$ cat config.mk
export PLATFORM = sky130hd
export DESIGN_NAME = dominant_hue_histogram
export DESIGN_NICKNAME = d
export VERILOG_FILES = /design/src/design/dhh_pkg.sv /design/src/design/dhh_ctrl.sv /design/src/design/dhh_datapath.sv /design/src/design/dominant_hue_histogram.sv
export SDC_FILE = /design/constraint.sdc
export NUM_CORES = 1
export LEC_CHECK = 0
export BUFFER_PORTS_ARGS = -buffer_cell sky130_fd_sc_hd__buf_4
export CAP_MARGIN = 0
export CORE_AREA = 2 2 248 250
export CTS_CLUSTER_DIAMETER = 120
export DETAILED_ROUTE_END_ITERATION = 8
export DIE_AREA = 0 0 250 252
export PLACE_DENSITY = 0.68
export SLEW_MARGIN = 30
export SYNTH_ARGS = -nofsm -noshare
export SYNTH_HDL_FRONTEND = slang
export SYNTH_HIERARCHICAL = 1
export SYNTH_SLANG_ARGS = --single-unit
$ cat constraint.sdc
create_clock -name clk -period 15.7 [get_ports clk]
set_clock_uncertainty 0.1 [all_clocks]
set_input_delay 1.57 -clock clk [delete_from_list [all_inputs] [get_ports clk]]
set_output_delay 1.57 -clock clk [all_outputs]
set_load 0.02 [all_outputs]
$ cat src/design/dhh_pkg.sv
// dhh_pkg: shared types and constants for the dominant hue histogram block.
// Used by dhh_ctrl, dhh_datapath, dominant_hue_histogram and dhh_checker.
package dhh_pkg;

  localparam int COUNT_BITS = 26;
  localparam int NUM_BINS   = 8;
  localparam int BIN_BITS   = 3;
  localparam int FRAC_BITS  = 16;
  localparam int STEP_BITS  = 4;
  localparam int HUE_BITS   = 17;   // hue scaled by delta, below 360*255
  localparam int M30_BITS   = 13;   // 30*delta

  localparam logic [BIN_BITS-1:0] LAST_BIN = BIN_BITS'(NUM_BINS - 1);

  // Hue centers in units of 30 degrees: 0,30,60,120,180,240,270,300
  localparam logic [3:0] CENTER_UNIT [NUM_BINS] = '{
    4'd0, 4'd1, 4'd2, 4'd4, 4'd6, 4'd8, 4'd9, 4'd10
  };

  typedef struct packed {
    logic [7:0] red;
    logic [7:0] green;
    logic [7:0] blue;
    logic       last_pixel;
  } pixel_t;

  typedef struct packed {
    logic [BIN_BITS-1:0]  bin_index;
    logic [FRAC_BITS-1:0] fraction;
    logic                 last_bin;
  } result_t;

  typedef struct packed {
    logic                accept;
    logic                load;
    logic                step;
    logic                clear;
    logic [BIN_BITS-1:0] bin;
  } cmd_t;

endpackage

$ cat src/design/dhh_ctrl.sv
// dhh_ctrl: state machine that sequences streaming, pipeline drain and
// the per-bin normalization division. Depends on dhh_pkg.
module dhh_ctrl import dhh_pkg::*; (
  input  logic clk,
  input  logic rst,
  input  logic start,
  input  logic last_pixel,
  output logic busy,
  output logic result_valid,
  output cmd_t cmd
);

  typedef enum logic [4:0] {
    ST_RUN   = 5'b00001,
    ST_DRAIN = 5'b00010,
    ST_LOAD  = 5'b00100,
    ST_DIV   = 5'b01000,
    ST_EMIT  = 5'b10000
  } state_t;

  state_t              state, state_next;
  logic [STEP_BITS-1:0] cnt, cnt_next;
  logic [BIN_BITS-1:0]  bin, bin_next;

  always_comb begin
    state_next = state;
    cnt_next   = cnt;
    bin_next   = bin;
    cmd        = '0;
    cmd.bin    = bin;
    busy       = 1'b1;
    result_valid = 1'b0;
    unique case (state)
      ST_RUN: begin
        busy       = 1'b0;
        cmd.accept = start;
        if (start && last_pixel) begin
          state_next = ST_DRAIN;
          cnt_next   = '0;
          bin_next   = '0;
        end
      end
      ST_DRAIN: begin
        // wait for the hue pipeline to reach the bin counters
        if (cnt == STEP_BITS'(1)) begin
          state_next = ST_LOAD;
        end else begin
          cnt_next = cnt + STEP_BITS'(1);
        end
      end
      ST_LOAD: begin
        cmd.load   = 1'b1;
        cnt_next   = '0;
        state_next = ST_DIV;
      end
      ST_DIV: begin
        cmd.step = 1'b1;
        if (cnt == STEP_BITS'(FRAC_BITS - 1)) begin
          state_next = ST_EMIT;
        end else begin
          cnt_next = cnt + STEP_BITS'(1);
        end
      end
      ST_EMIT: begin
        result_valid = 1'b1;
        if (bin == LAST_BIN) begin
          cmd.clear  = 1'b1;
          state_next = ST_RUN;
        end else begin
          bin_next   = bin + BIN_BITS'(1);
          state_next = ST_LOAD;
        end
      end
      default: state_next = ST_RUN;
    endcase
  end

  always_ff @(posedge clk) begin
    if (rst) begin
      state <= ST_RUN;
      cnt   <= '0;
      bin   <= '0;
    end else begin
      state <= state_next;
      cnt   <= cnt_next;
      bin   <= bin_next;
    end
  end

endmodule

$ cat src/design/dhh_datapath.sv
// dhh_datapath: two-stage hue binning pipeline, saturating counters and a
// restoring divider that forms one quotient bit per cycle. Depends on dhh_pkg.
module dhh_datapath import dhh_pkg::*; (
  input  logic    clk,
  input  logic    rst,
  input  cmd_t    cmd,
  input  pixel_t  pixel,
  output result_t result
);

  localparam logic [COUNT_BITS-1:0] COUNT_MAX = {COUNT_BITS{1'b1}};

  // stage 1: max/min, delta and scaled hue
  logic [7:0]         mx, mn, d;
  logic signed [18:0] hs;
  logic               v1, gray_q;
  logic [HUE_BITS-1:0] h_q;
  logic [7:0]         d_q;

  always_comb begin
    mx = pixel.red;
    mn = pixel.red;
    if (pixel.green > mx) mx = pixel.green;
    if (pixel.blue > mx)  mx = pixel.blue;
    if (pixel.green < mn) mn = pixel.green;
    if (pixel.blue < mn)  mn = pixel.blue;
    d = mx - mn;
    if (mx == pixel.red) begin
      hs = 19'sd60 * ($signed({11'b0, pixel.green}) - $signed({11'b0, pixel.blue}));
      if (hs < 0) hs = hs + 19'sd360 * $signed({11'b0, d});
    end else if (mx == pixel.green) begin
      hs = 19'sd60 * ($signed({11'b0, pixel.blue}) - $signed({11'b0, pixel.red}))
           + 19'sd120 * $signed({11'b0, d});
    end else begin
      hs = 19'sd60 * ($signed({11'b0, pixel.red}) - $signed({11'b0, pixel.green}))
           + 19'sd240 * $signed({11'b0, d});
    end
  end

  always_ff @(posedge clk) begin
    if (rst) begin
      v1 <= 1'b0;
    end else begin
      v1 <= cmd.accept;
    end
    h_q    <= hs[HUE_BITS-1:0];
    d_q    <= d;
    gray_q <= (d == 8'd0);
  end

  // stage 2: open interval test around each center, bounds are multiples of 30*delta
  logic [M30_BITS-1:0] m30;
  logic [HUE_BITS-1:0] m30w;
  logic [NUM_BINS-1:0] hit, hit_q;

  assign m30  = M30_BITS'(d_q) * M30_BITS'(30);
  assign m30w = HUE_BITS'(m30);

  always_comb begin
    for (int i = 0; i < NUM_BINS; i++) begin
      if (CENTER_UNIT[i] == 4'd0) begin
        hit[i] = (h_q < m30w) || (h_q > m30w * HUE_BITS'(11));
      end else begin
        hit[i] = (h_q > m30w * HUE_BITS'(CENTER_UNIT[i] - 4'd1)) &&
                 (h_q < m30w * HUE_BITS'(CENTER_UNIT[i] + 4'd1));
      end
    end
  end

  always_ff @(posedge clk) begin
    if (rst) begin
      hit_q <= '0;
    end else begin
      hit_q <= (v1 && !gray_q) ? hit : '0;
    end
  end

  // counters
  logic [COUNT_BITS-1:0] total;
  logic [COUNT_BITS-1:0] counts [NUM_BINS];

  always_ff @(posedge clk) begin
    if (rst || cmd.clear) begin
      total <= '0;
      for (int i = 0; i < NUM_BINS; i++) counts[i] <= '0;
    end else begin
      if (cmd.accept && total != COUNT_MAX) total <= total + COUNT_BITS'(1);
      for (int i = 0; i < NUM_BINS; i++) begin
        if (hit_q[i] && counts[i] != COUNT_MAX) counts[i] <= counts[i] + COUNT_BITS'(1);
      end
    end
  end

  // restoring divider: count * 2^16 / total; count never exceeds total,
  // so equal values come out as all ones
  logic [COUNT_BITS:0]    rem, rem2;
  logic [FRAC_BITS-1:0]   quo;
  logic                   ge;

  assign rem2 = {rem[COUNT_BITS-1:0], 1'b0};
  assign ge   = rem2 >= {1'b0, total};

  always_ff @(posedge clk) begin
    if (cmd.load) begin
      rem <= {1'b0, counts[cmd.bin]};
      quo <= '0;
    end else if (cmd.step) begin
      rem <= ge ? rem2 - {1'b0, total} : rem2;
      quo <= {quo[FRAC_BITS-2:0], ge};
    end
  end

  assign result.bin_index = cmd.bin;
  assign result.fraction  = quo;
  assign result.last_bin  = (cmd.bin == LAST_BIN);

endmodule

$ cat src/design/dominant_hue_histogram.sv
// Dominant hue histogram: top level joining dhh_ctrl and dhh_datapath.
// Depends on dhh_pkg.
//
// Pixels are taken one per clock while busy is low (start high). Every pixel
// counts toward the total; non-gray pixels add one to each of the eight hue
// bins whose center lies strictly within 30 degrees of the pixel hue. After
// the pixel marked last_pixel, busy stays high while the hue pipeline settles
// and then, per bin, for a load, 16 divider steps and a result cycle, the
// divider forming one quotient bit per clock. The eight results appear on
// result with result_valid high for one cycle each, bin 0 first; they cannot
// be stalled and must be captured when shown. Counters clear with the eighth
// result.
module dominant_hue_histogram import dhh_pkg::*; (
  input  logic    clk,
  input  logic    rst,
  input  logic    start,
  output logic    busy,
  input  pixel_t  pixel,
  output logic    result_valid,
  output result_t result
);

  cmd_t cmd;

  dhh_ctrl u_ctrl (
    .clk          (clk),
    .rst          (rst),
    .start        (start),
    .last_pixel   (pixel.last_pixel),
    .busy         (busy),
    .result_valid (result_valid),
    .cmd          (cmd)
  );

  dhh_datapath u_datapath (
    .clk    (clk),
    .rst    (rst),
    .cmd    (cmd),
    .pixel  (pixel),
    .result (result)
  );

endmodule

== Yosys cells after proc, flatten, opt, wreduce, memory -nomap -nowiden ==
Memories as Yosys holds them, arrays and structs flattened. A register that Yosys moved wholly into a read port is not among the register bits.
Cells that the tools add are included.
W data, S select, Z words.
Cells by class
  multipliers: 13
  eq/ne operators: 25
  multiplexer cells: 65
  reductions and logical operators: 29
  $lt $le $gt $ge: 22
  add/subtract/negate cells: 19
  bitwise operators: 9
Operator list (number)
  $mux W26: 11
  $add A26 B1 Y26 const B: 9
  $ne A26 B26 Y1 const B: 9
  $lt A17 B17 Y1: 6
  $gt A17 B17 Y1: 5
  $mux W17: 3
  $mul A12 B3 Y15 const B: 3
  $mul A5 B19 Y15 const A: 2
  $add A17 B17 Y17: 2
  $mux W1: 33
  $mul A12 B4 Y16 const B: 2
  $mux W8: 4
  $ge A27 B26 Y1: 1
  $sub A8 B8 Y9: 3
  $sub A26 B26 Y26: 1
  $pmux W5 S5: 1
  $mul A4 B8 Y12 const A: 2
  $logic_and A1 B1 Y1: 18
  $add A16 B17 Y17: 1
  $gt A17 B1 Y1 const B: 1
  $gt A17 B13 Y1: 1
  $gt A17 B16 Y1: 1
  $lt A17 B13 Y1: 1
  $lt A17 B14 Y1: 1
  36 further kinds: 61
Storage, ports and cells
  bits in registers: 115
  memories: 1
  RAM bits: 208
  output and inout bits: 22
  input bits: 28
  word-level logic and storage cells: 194
Memories
  u_datapath.counts: words 8, width 26, rd ports 9, clocked after Yosys merged registers in 1, write ports 8, line dhh_datapath.sv:80  | logic [COUNT_BITS-1:0] counts [NUM_BINS];

== Logic depth before layout (Yosys ltp) ==
  depth in word-level cells: 9
  depth in mapped cells: 46
  gate-level depth less buffers: 44

== By module ==
Netlist, hierarchy kept.
Modules (own cells, without submodules)
  dhh_datapath: seq. area each 8528.2 um^2, area an instance 31983.2 um^2, times used 1, cells an instance 3448
  dhh_ctrl: seq. area each 240.2 um^2, area an instance 795.8 um^2, times used 1, cells an instance 86

== Worst setup path before layout ==
OpenSTA, ideal clock, no wires.
  path type: input to register
  start point: input port pixel[10] (netlist name)
  end point: register u_datapath.h_q[16]
  data required time: 15476 ps
  path buffers: 2
  library setup time: 124 ps
  cell stages on the path: 44
  arrival: 10303 ps
  slack: 5173 ps
  cells stage by stage: inv_1 > ha_1 > nor2b_1 > o31a_1 > o31a_4 > nor2_1 > clkbuf_1 > nor2_1 > a21oi_1 > ha_1 > a21o_1 > a21o_1 > a21o_1 > a311o_1 > o211ai_4 > buf_4 > mux2i_1 > inv_1 > [8 not listed] > xnor2_1 > fa_1 > inv_1 > fa_1 > inv_1 > ha_1 > inv_1 > o21ai_0 > a21oi_1 > o21bai_1 > a21o_1 > a21oi_1 > xnor2_1 > ha_1 > a21o_1 > a31o_2 > xnor2_1 > o22ai_1
On the way
  word-level cells in the longest chain between the ends: 9
  elaborated cells on any way between the ends: 25
  those cells by class: add/sub (6); mul (5); order compare (5); eq/ne (2); mux (7)
RTL lines
  from (decl): line dominant_hue_histogram.sv:18  | input pixel_t pixel,
  $gt A8 B8 Y1 / $lt A8 B8 Y1 (equally long branches): line dhh_datapath.sv:23, dhh_datapath.sv:25
  $mux W8, on equally long branches: line dhh_datapath.sv:23, dhh_datapath.sv:25
  $gt A8 B8 Y1 / $lt A8 B8 Y1 (equally long branches): line dhh_datapath.sv:24, dhh_datapath.sv:26
  $mux W8, on equally long branches: line dhh_datapath.sv:24, dhh_datapath.sv:26
  $sub A8 B8 Y8 *: line dhh_datapath.sv:27  | d = mx - mn;
  via u_datapath.d[7]: line dhh_datapath.sv:14  | logic [7:0] mx, mn, d;
  $mul A4 B8 Y12 / $mul A6 B8 Y14 (equally long branches): line dhh_datapath.sv:33, dhh_datapath.sv:36, dhh_datapath.sv:30
  $add A17 B17 Y17 (tied with other cells): line dhh_datapath.sv:36  | + 19'sd240 * $signed({11'b0, d});
  $mux W17, on equally long branches: line dhh_datapath.sv:31, dhh_datapath.sv:30
  $mux W17 *: line dhh_datapath.sv:28  | if (mx == pixel.red) begin
  via u_datapath.hs[16]: line dhh_datapath.sv:15  | logic signed [18:0] hs;
  to (signal assigned): line dhh_datapath.sv:46  | h_q <= hs[HUE_BITS-1:0];
  to (decl): line dhh_datapath.sv:17  | logic [HUE_BITS-1:0] h_q;
The timed path passes the listed nets; every way through them passes the cells marked *.
A chain may end at the register's enable or synchronous reset.

== Worst setup path in the final report ==
Ends and elaborated chain as after synthesis.

==> results by group <==
Critical path
  • Reg2reg end: u_datapath/hit_q[7]
  • CP peak stage delay: 0.66 ns
  • Critical Path AT: 11.48 ns
  • Crit end category: flop
  • WS Path Type: input pin to flop
  • Crit-path max FO: 13
  • Critical path launch point type: input pin
  • Required @ worst endpoint: 16.07 ns
  • Flop-to-flop setup slack: 8.06 ns
  • Worst setup path endpoint: u_datapath/h_q[16]
  • Slowest cell on the critical path: xnor2_1
  • RR Startpoint: u_datapath/d_q[0]
  • Reg2Reg Depth: 26
  • Crit path from: pixel[10]

Timing
  • Fin crit share: 70.80%
  • RSZ-0062 raised after global routing: false
  • Worst-margin pin slew: 0.9416 ns
  • Final Max Tran Viols: 0
  • Final setup violation count: 0
  • Max-slew headroom: 37.22%
  • Setup_tns: 0 ns
  • Final hold vios: 0
  • Post-layout min period: 11.12 ns
  • Fmax: 89.97 MHz

Layout
  • Fin nets: 4,125
  • Sequential cell area: 8775 um^2
  • Multi-input logic area: 22,220 um^2
  • Commonest cells after routing, fill and taps aside: 432 x ha_1, 398 x inv_1, 395 x nor2_1
  • Most common cell after layout, fill and taps aside: ha_1
  • Antenna fix cells: 0
  • Share of cells above drive strength 1: 7.179%
  • Layout fillers: 5,308
  • Synthesis-to-layout area growth: 7.569%

Min path
  • Worst Hold Launch: u_datapath/total[15]
  • Worst hold path type: flop to flop

Run status
  • Status: finished, final reports clean

GRT
  • GRT Residual Overflow: 0
  • First-pass GRT wire length: 126.2 mm
  • Largest net degree at the start of global routing: 82
  • Initial antenna violation count: 0
  • Number of global-route vias before repair: 23,983
  • GRT Util Overall: 24.64%

Run
  • Max-Cap Viols: 0

Routing
  • Met3 Routed Length: 2.669 mm
  • Via count: 24,768
  • Wl on met1: 35.65 mm
  • Detail Route Antenna Nets: 0
  • Final WL: 77.30 mm
  • Drt wl/cell: 17.67 um
  • Vias/cell: 5.660
  • DRT Pass-1 Iters: 5
  • Max layer used: met4
  • DRT iter0 DRCs: 1,632
  • Routed wl met2: 36.77 mm
  • DRC: 0

Yosys
  • Post-synth top area cell: edfxtp_1
  • Mean Syn Cell Area: 9.275 um^2
  • Post-Synthesis Cells: 3,534
  • Flops & latches, synth: 321
  • Net Count, Synth: 4,093
  • Post-Synthesis Cell Area: 32,780 um^2
  • Post-synth cell types: 98
  • Post-synth top area share: 21.44%
  • Yosys warns: 6
  • Register area share after synthesis: 26.75%
  • Main synth FF type: edfxtp_1
  • Post-synth ARST share: 0%
  • Synth top area cells: edfxtp_1 21%, ha_1 16%, xnor2_1 6.6%
  • EDFF count, synth: 234

Die
  • Die Span X: 250 um
  • Die area: 63,000 um^2
  • IO Pins: 50
  • Core box area: 60,130 um^2
  • Initial Utilization: 54.51%
  • Chip Height: 252 um
  • # rows: 90

Placement
  • Port bufs: 49
  • HPWL after DPL: 60.22 mm
  • Placer Congestion: 0.9404

Clock tree
  • Clock latency on the worst-skew pair: 0.55 ns
  • Worst-path clk slew: 0.06 ns
  • CTS Hold Bufs: 0
  • CTS tree: yes
  • CTS buffer count: 38
  • Post-CTS Setup Bufs: 0
  • CTS H-tree lvls: 2
  • Longest Clk Path Bufs: 3
  • Root buffer cell: clkbuf_16
  • Post-CTS Resized: 0
  • Sink Count: 321
## cell usage after synthesis (15+ instances only)
library cell / n
a211oi_1: 22
nor2b_1: 45
mux4_2: 52
and4_1: 24
buf_1: 15
xnor2_1: 248
fa_1: 99
o21a_1: 30
ha_1: 432
and3_1: 64
edfxtp_1: 234
nand2b_1: 48
inv_1: 399
xor2_1: 165
a21oi_1: 206
dfxtp_1: 87
nand4_1: 62
a21o_1: 74
mux2i_1: 92
nand3_1: 97
nor3_1: 37
o21ai_0: 130
clkbuf_1: 57
nor2_1: 397
o21bai_1: 32
or3_1: 18
nand2_1: 176
## layer usage
layer,track usage [%],up-vias
li1,-,12397
met1,32.97,11799
met2,42.65,462
met3,1.878,110
met4,7.665,0
met5,0,-
## flip-flops by register name, indices dropped and copies added (netlist names), 3 cells and up
| register | flops |
|---|---|
| u_datapath/counts | 208 |
| u_datapath/rem | 26 |
| u_datapath/total | 26 |
| u_datapath/quo | 16 |
| u_datapath/h_q | 15 |
| u_datapath/d_q | 8 |
| u_datapath/hit_q | 8 |
| u_ctrl/state | 5 |
| u_ctrl/cnt | 4 |
| u_ctrl/bin | 3 |
## cell type report
class                      count  share of cell area (%)
clock inverter                15                  0.5571
multi-input combinational   2733                   63.01
sequential                   321                   24.89
timing repair buffer          71                   1.512
inverter                     401                   4.269
clock buffer                  53                   2.995
tap                          782                   2.775
## stage by stage
| step | hold slack, ns | cell area (um^2) | std cells | util (%) | setup slack (ns) |
|---|---|---|---|---|---|
| final | 0.3939 | 35260 | 4376 | 58.64 | 4.585 |
| after global placement | 0.3746 | 33980 | 4308 | 56.51 | 4.326 |
| after CTS | 0.3955 | 35260 | 4376 | 58.64 | 4.713 |
| after floorplan | 0.3581 | 32780 | 3534 | - | 5.173 |
| after global routing | 0.4221 | 35260 | 4376 | 58.64 | 3.925 |
| after detailed placement | 0.3835 | 34010 | 4308 | 56.55 | 4.165 |
## kinds of logic (layout without fill, tap and decap cells)
| kind of cell | count (synthesis) | in the layout | synth area share, % |
|---|---|---|---|
| fa+ha+maj | 531 | 531 | 22.54 |
| buf+inv | 480 | 540 | 5.581 |
| xor+xnor | 421 | 421 | 11.51 |
| mux | 158 | 158 | 6.917 |
| simple gates | 1040 | 1040 | 15.48 |
| compound gates | 583 | 583 | 11.23 |
| flops | 321 | 321 | 26.75 |
## worst max-delay path, delay by kind of cell
| kind | cells | cell delay (ns) |
|---|---|---|
| AOI/OAI and AO/OA | 15 | 3.62 |
| adders and majority gates | 8 | 3.15 |
| and+or+nand+nor | 6 | 1.45 |
| xor gates and xnor gates | 1 | 0.66 |
| muxes | 3 | 0.54 |
| buffers and inverters | 5 | 0.49 |
## how the worst min path moves through the flow
stage | endpoint | cells past startpoint
after floorplan | u_datapath/total[15] | 2
after global placement | u_datapath/total[15] | 2
after detailed placement | u_datapath/quo[15] | 2
after CTS | u_datapath/total[15] | 2
after global routing | u_ctrl/bin[1] | 2
final | u_datapath/total[15] | 2
Power is not shown: default switching activity piles up to over one toggle a cycle in this logic, so the estimate is an artifact.
